## src/rtl/core/etrig_pkg.sv

```systemverilog
// Shared types and constants for the scope edge trigger search unit.
// Used by etrig_seq and scope_edge_trigger_search_unit; no dependencies.
`default_nettype none

package etrig_pkg;

  localparam int LEVEL_W    = 12;
  localparam int OFFSET_W   = 10;
  localparam int CFG_IDX_W  = 1;
  localparam int CFG_DATA_W = 12;

  typedef enum logic [CFG_IDX_W-1:0] {
    CFG_TRIGGER_LEVEL     = 1'b0,
    CFG_PRETRIGGER_OFFSET = 1'b1
  } cfg_reg_t;

  typedef enum logic {
    CMD_STORE  = 1'b0,
    CMD_SEARCH = 1'b1
  } cmd_t;

  localparam logic [LEVEL_W-1:0]  LEVEL_RST  = 12'd2048;
  localparam logic [OFFSET_W-1:0] OFFSET_RST = 10'd64;

endpackage

`default_nettype wire

```

## src/rtl/core/etrig_seq.sv

```systemverilog
// Command sequencer: sample stores, newest index, and the backward edge walk
// with a >= and a < comparison against the level. Depends on etrig_pkg.
`default_nettype none

module etrig_seq
  import etrig_pkg::*;
#(
  parameter int DEPTH  = 2048,
  parameter int DATA_W = 12
) (
  input  wire logic                     clk,
  input  wire logic                     rst_n,
  input  wire logic                     start,
  input  wire logic                     in_cmd,
  input  wire logic [DATA_W-1:0]        in_sample_value,
  input  wire logic [LEVEL_W-1:0]       level,
  input  wire logic [OFFSET_W-1:0]      offset,
  output logic                          busy,
  output logic                          wr_en,
  output logic      [$clog2(DEPTH)-1:0] wr_addr,
  output logic      [DATA_W-1:0]        wr_data,
  output logic                          rd_en,
  output logic      [$clog2(DEPTH)-1:0] rd_addr,
  input  wire logic [DATA_W-1:0]        rd_data,
  output logic                          out_strobe,
  output logic      [$clog2(DEPTH)-1:0] out_trigger_index,
  output logic                          out_found
);

  localparam int IDX_W = $clog2(DEPTH);
  localparam int CMP_W = (DATA_W > LEVEL_W) ? DATA_W : LEVEL_W;
  localparam int EXT_W = IDX_W + OFFSET_W;
  localparam logic [IDX_W-1:0] HALF = IDX_W'(DEPTH / 2);

  typedef enum logic [1:0] {
    S_IDLE,
    S_FIRST,
    S_WALK
  } state_t;

  state_t            state_r;
  logic [IDX_W-1:0]  newest_r;
  logic [IDX_W-1:0]  addr_r;
  logic [IDX_W-1:0]  start_r;
  logic [IDX_W-1:0]  cur_pos_r;
  logic [DATA_W-1:0] prev_r;
  logic [IDX_W-1:0]  cnt_r;
  logic              strobe_r;
  logic [IDX_W-1:0]  idx_r;
  logic              found_r;

  logic              accept;
  logic [EXT_W-1:0]  ofs_ext;
  logic [IDX_W-1:0]  start_pos;
  logic [CMP_W-1:0]  lvl_cmp;
  logic              cur_ge;
  logic              old_lt;
  logic              hit;
  logic              last;

  assign accept    = start && (state_r == S_IDLE);
  assign busy      = (state_r != S_IDLE);
  assign wr_en     = accept && (in_cmd == CMD_STORE);
  assign wr_addr   = newest_r + 1'b1;
  assign wr_data   = in_sample_value;
  assign ofs_ext   = EXT_W'(offset);
  assign start_pos = newest_r - ofs_ext[IDX_W-1:0];
  assign rd_en     = (state_r != S_IDLE);
  assign rd_addr   = addr_r;

  assign lvl_cmp = CMP_W'(level);
  assign cur_ge  = CMP_W'(prev_r) >= lvl_cmp;
  assign old_lt  = CMP_W'(rd_data) < lvl_cmp;
  assign hit     = (cnt_r != '0) && cur_ge && old_lt;
  assign last    = (cnt_r == HALF);

  always_ff @(posedge clk) begin
    if (!rst_n) begin
      state_r  <= S_IDLE;
      newest_r <= '1;
      strobe_r <= 1'b0;
    end else begin
      strobe_r <= 1'b0;
      case (state_r)
        S_IDLE: begin
          if (accept) begin
            if (in_cmd == CMD_STORE) begin
              newest_r <= wr_addr;
            end else begin
              addr_r  <= start_pos;
              start_r <= start_pos;
              state_r <= S_FIRST;
            end
          end
        end
        S_FIRST: begin
          addr_r  <= addr_r - 1'b1;
          cnt_r   <= '0;
          state_r <= S_WALK;
        end
        S_WALK: begin
          addr_r    <= addr_r - 1'b1;
          prev_r    <= rd_data;
          cur_pos_r <= addr_r + 1'b1;
          cnt_r     <= cnt_r + 1'b1;
          if (hit) begin
            strobe_r <= 1'b1;
            idx_r    <= cur_pos_r;
            found_r  <= 1'b1;
            state_r  <= S_IDLE;
          end else if (last) begin
            strobe_r <= 1'b1;
            idx_r    <= start_r;
            found_r  <= 1'b0;
            state_r  <= S_IDLE;
          end
        end
        default: begin
          state_r <= S_IDLE;
        end
      endcase
    end
  end

  assign out_strobe        = strobe_r;
  assign out_trigger_index = idx_r;
  assign out_found         = found_r;

endmodule

`default_nettype wire

```

## config.mk

```make
export PLATFORM = sky130hd
export DESIGN_NAME = etrig_seq
export DESIGN_NICKNAME = d
export VERILOG_FILES = /design/src/rtl/core/etrig_pkg.sv /design/src/rtl/core/etrig_seq.sv
export SDC_FILE = /design/constraint.sdc
export NUM_CORES = 1
export LEC_CHECK = 0
export ABC_AREA = 0
export BUFFER_PORTS_ARGS = -buffer_cell sky130_fd_sc_hd__buf_2
export CAP_MARGIN = 5
export CORE_AREA = 8 8 149 151
export DETAILED_ROUTE_END_ITERATION = 10
export DIE_AREA = 0 0 157 159
export GPL_TIMING_DRIVEN = 0
export PLACE_DENSITY = 0.4
export SLEW_MARGIN = 20
export SYNTH_ARGS = -nofsm -noshare
export SYNTH_HDL_FRONTEND = slang
export SYNTH_SLANG_ARGS = --single-unit
```

## constraint.sdc

```tcl
create_clock -name clk -period 3.35 [get_ports clk]
set_input_delay 0.5025 -clock clk [delete_from_list [all_inputs] [get_ports clk]]
set_output_delay 0.5025 -clock clk [all_outputs]
set_load 0.1 [all_outputs]
```

# [Yosys cells after proc, flatten, opt, wreduce, memory -nomap -nowiden]
# Cells that the tools add are included.
[op_classes] n_lt_le_gt_ge=2 add_sub_neg=5 multipliers=0 reduce_logical=18 n_mux=14 eq_ne=6 shift=0 n_bitwise=1 div_mod_pow=0
[op_table] op="two-way mux 11 bit" n=4
[op_table] op="one-hot mux 11 bit (2 select lines)" n=2
[op_table] op="adder 11 x 1 -> 11 bit, second input constant" n=3
[op_table] op="greater-or-equal comparator 12 bit" n=1
[op_table] op="less-than comparator 12 bit" n=1
[op_table] op="== test 11 bit, second input constant" n=1
[op_table] op="nonzero test 11 bit" n=1
[op_table] op="subtractor 11 x 1 -> 11 bit, second input constant" n=1
[op_table] op="subtractor 11 x 10 -> 11 bit" n=1
[op_table] op="AND reduction 3 bit" n=3
[op_table] op="two-way mux 2 bit" n=4
[op_table] op="AND reduction 4 bit" n=2
[op_table] op="nonzero test 2 bit" n=4
[op_table] op="one-hot mux 2 bit (3 select lines)" n=1
[op_table] op="logical AND 1 bit" n=4
[op_table] op="inequality test 2 bit, second input constant" n=2
[op_table] op="AND reduction 2 bit" n=2
[op_table] op="two-way mux 1 bit" n=3
[op_table] op="inequality test 3 bit, second input constant" n=1
[op_table] op="== test 2 x 1 -> 1 bit, second input constant" n=1
[op_table] op="== test 2 bit, second input constant" n=1
[op_table] op="zero test 2 bit" n=1
[op_table] op="OR reduction 2 bit" n=1
[op_table] op="NOT 1 bit" n=1
[totals] elab_cells=56 regBits=82 input_bits=50 mem_bits_ro=0 n_memories=0 ramBits=0 latch_bits=0

# [Longest topological paths before layout]
[depth] word_depth=5 depth_mapped=10 ltp_nobuf=10

# [Least setup slack after synthesis]
# Ideal clock, no wire load.
[synth_path] path_type="flip-flop to output port" from="reg newest_r[0]" to="out wr_addr[10]" stages_incl_launch_ff=7 path_slack_ns=0.034 n_path_buf=0 arrival_ns=2.814 required_time_ns=2.847 path_cell_list="dfxtp_1 ha_1 nand3_1 nor2_1 and3_1 nand3_1 xnor2_1"
[synth_via] elab_chain_cells=1
[synth_lines] element="start: declaration" line="etrig_seq.sv:42" rtl="logic [IDX_W-1:0] newest_r;"
[synth_lines] element="start signal: assignment" line="etrig_seq.sv:88" rtl="newest_r <= wr_addr;"
[synth_lines] element="adder 11 x 1 -> 11 bit" line="etrig_seq.sv:64" rtl="assign wr_addr = newest_r + 1'b1;"
[synth_lines] element="end: declaration" line="etrig_seq.sv:20" rtl="output logic [$clog2(DEPTH)-1:0] wr_addr,"
# No other way between the ends.

# [Final worst setup path]
# Same ends and word-level chain as after synthesis.

==> flow_summary.ini <==
[synthesis]
syn_nets = 539
synth_edf_count = 68
ys_ff_latch = 82
yosysSeqAreaShare_pct = 47.7
synth_cell_types = 48
synthCells = 447
async_reset_ff_share_pct = 0
syn_area_um2 = 4860
synth_area_per_cell_um2 = 10.9
yosys_warnings = 0
synth_ff_type = edfxtp_1

[setup_path]
cp.required_ps = 2850
crit_slowest_cell = buf_2
r2r_cells = 6
startpoint_type = flip-flop
cp_num_cells = 7
critical_path_arrival_ps = 2400
max_stage_delay_ps = 440
worstSetupEndpointType = output pin
reg2reg_to = rd_addr[1]$_DFFE_PP_
rr_startpoint = state_r[0]$_SDFFE_PN0P_
critPathLaunch = newest_r[0]$_SDFFE_PN1P_
critPathBufInv = 1
cp_common_cell = nand3_1
cp_top_family = simple AND/OR/NAND/NOR gates
worst-setup-path-type = flip-flop to output pin
endpoint = wr_addr[10]
path_cells = ha_1 -> nand3_1 -> nor2_1 -> and3_1 -> nand3_1 -> xnor2_1 -> buf_2
reg2reg_slack_ps = 580
worst-path-max-fanout = 4

[timing]
fmax_mhz = 345
finalCritPeriodShare_pct = 86.6
slew_violations = 0
rsz0062_at_grt = no
setup_ws_ps = 449
slew_headroom_pct = 35.5
skew_ps = 13.1
hold_viol = 0
worst_pin_slew_ps = 964
setup_viol = 0
finalCriticalPeriod_ps = 2900

[cts]
cts_tree = yes
post-cts-setup-buffers = 0
path_clk_slew_ps = 70
cts_resized = 0
cts_buffers = 9
cts_hold_buf = 0
clk_path_buf_depth = 2
htree_levels = 3
cts-root-buf = clkbuf_16
clkSinkCount = 82
clk_latency_ps = 350

[drt]
wl_per_cell_um = 14.0
route.vias.total = 3426
post-route-drc-count = 0
avgViaCountPerCell = 4.18
ant_nets = 0
first_pass_iters = 5
wl_um = 11400
dr.first_iter.drc_count = 122

[global_route]
grt_use_total_pct = 9.48
grt_max_degree = 26
grt_pass1_vias = 3621
grt_pass1_wl_um = 18500
gr-total-overflow = 0
antenna_found_initial = 0

[cells_and_area]
syn2layout_area_growth_pct = 22.2
final_common_cell = buf_2
layout_common_cells = buf_2 (86), edfxtp_1 (68), ha_1 (41)
final_cells = 819
finalNetCount = 636
layout-drive-gt1-share_pct = 25.0
n_antenna_cell = 0

[place]
dp.cells = 803
gp_congestion = 0.746
dp_slack_ps = 330
io_buffers = 86
dp_hpwl_um = 8870

[floorplanning]
initial_core_util_pct = 24.5
ios = 100
core_region_area_um2 = 19800
rows = 52
die_h_um = 159
dieArea_um2 = 25000
die_w_um = 157

[outcome]
status = finished clean

[power_and_ir_drop]
leakagePower_nw = 2.47
ir_drop_mv = 0.260
power.density_nw_per_um2 = 579

[hold_path]
hold_path_class = primary input to flip-flop

[flow_run]
max_cap_violations = 0
## cell families after synthesis
| kind of cell | after synthesis | synth area share, % |
|---|---|---|
| compound gates | 62 | 8.38 |
| xor+xnor | 46 | 8.28 |
| fa+ha+maj | 42 | 11.0 |
| buf+inv | 64 | 6.35 |
| flops | 82 | 47.7 |
| mux | 17 | 4.53 |
| simple gates | 134 | 13.8 |
## metal layers
| layer | global-route usage, % | wire length (um) | vias to the layer above |
|---|---|---|---|
| met3 | 2.33 | 620 | 15 |
| met2 | 14.8 | 5080 | 86 |
| li1 | - | - | 1756 |
| met1 | 12.0 | 5510 | 1569 |
| met4 | 4.50 | 234 | 0 |
| met5 | 0 | 0 | - |
## worst min path at each step
| stage | from | endpoint | depth (start not counted) |
|---|---|---|---|
| after CTS | rd_data[9] | prev_r[9]$_DFFE_PP_ | 1 |
| after global routing | rd_data[9] | prev_r[9]$_DFFE_PP_ | 1 |
| after global placement | state_r[1]$_SDFFE_PN0P_ | state_r[1]$_SDFFE_PN0P_ | 2 |
| after detailed placement | state_r[1]$_SDFFE_PN0P_ | state_r[1]$_SDFFE_PN0P_ | 2 |
| after floorplan | state_r[1]$_SDFFE_PN0P_ | state_r[1]$_SDFFE_PN0P_ | 2 |
| final | rd_data[9] | prev_r[9]$_DFFE_PP_ | 1 |
## cells in the mapped netlist, drive strengths merged (2+ instances only)
master / n / area, um2
a211oi: 2 / 15.0
a21o: 3 / 22.5
nor3b: 2 / 15.0
nand4: 2 / 12.5
nand2: 29 / 109
inv: 38 / 143
a21boi: 4 / 41.3
xor2: 18 / 158
nor2: 28 / 105
and2: 14 / 87.6
mux2: 13 / 180
ha: 41 / 513
o21ai: 16 / 80.1
o31ai: 2 / 15.0
clkbuf: 11 / 41.3
nand3: 22 / 110
and3: 11 / 68.8
a21oi: 20 / 100
dfxtp: 14 / 280
nor2b: 7 / 43.8
mux2i: 4 / 40.0
nor4b: 2 / 17.5
edfxtp: 68 / 2040
o21a: 3 / 22.5
xnor2: 28 / 245
nor3: 9 / 45.0
a31oi: 3 / 33.8
or3: 3 / 18.8
o211ai: 2 / 15.0
buf: 15 / 125
## flip-flops by register name (all words and copies together), names as in the netlist
| register | flops |
|---|---|
| cnt_r | 11 |
| cur_pos_r | 11 |
| newest_r | 11 |
| out_found | 1 |
| out_strobe | 1 |
| out_trigger_index | 11 |
| prev_r | 12 |
| rd_addr | 11 |
| start_r | 11 |
| state_r | 2 |
## report_power, final
| group | leakage (nW) | switching (mW) | internal (mW) |
|---|---|---|---|
| Combinational | 1.59 | 0.865 | 0.292 |
| Sequential | 0.735 | 0.0488 | 1.18 |
| Clock | 0.145 | 0.463 | 0.590 |
## stage by stage
stage | power [mW] | utilization, % | instance area, um2 | hold WS [ps] | setup TNS, ps
floorplan | 2.20 | - | 4860 | 451 | 0
detailed placement | 2.42 | 28.4 | 5640 | 485 | 0
global route | 3.61 | 30.0 | 5950 | 330 | 0
finish | 3.44 | 30.0 | 5950 | 341 | 0
CTS | 3.50 | 30.0 | 5950 | 325 | 0
global placement | 2.41 | 28.4 | 5630 | 462 | -1070
## final cells by class
cell class	count	area, um2
clock inverter	7	82.6
multi-input combinational	301	2240
inverter	38	143
fill	2056	13900
timing repair buffer	86	430
clock buffer	9	225
sequential	82	2320
buffer	26	166
tap	270	338
(Power assumes the default switching activity.)
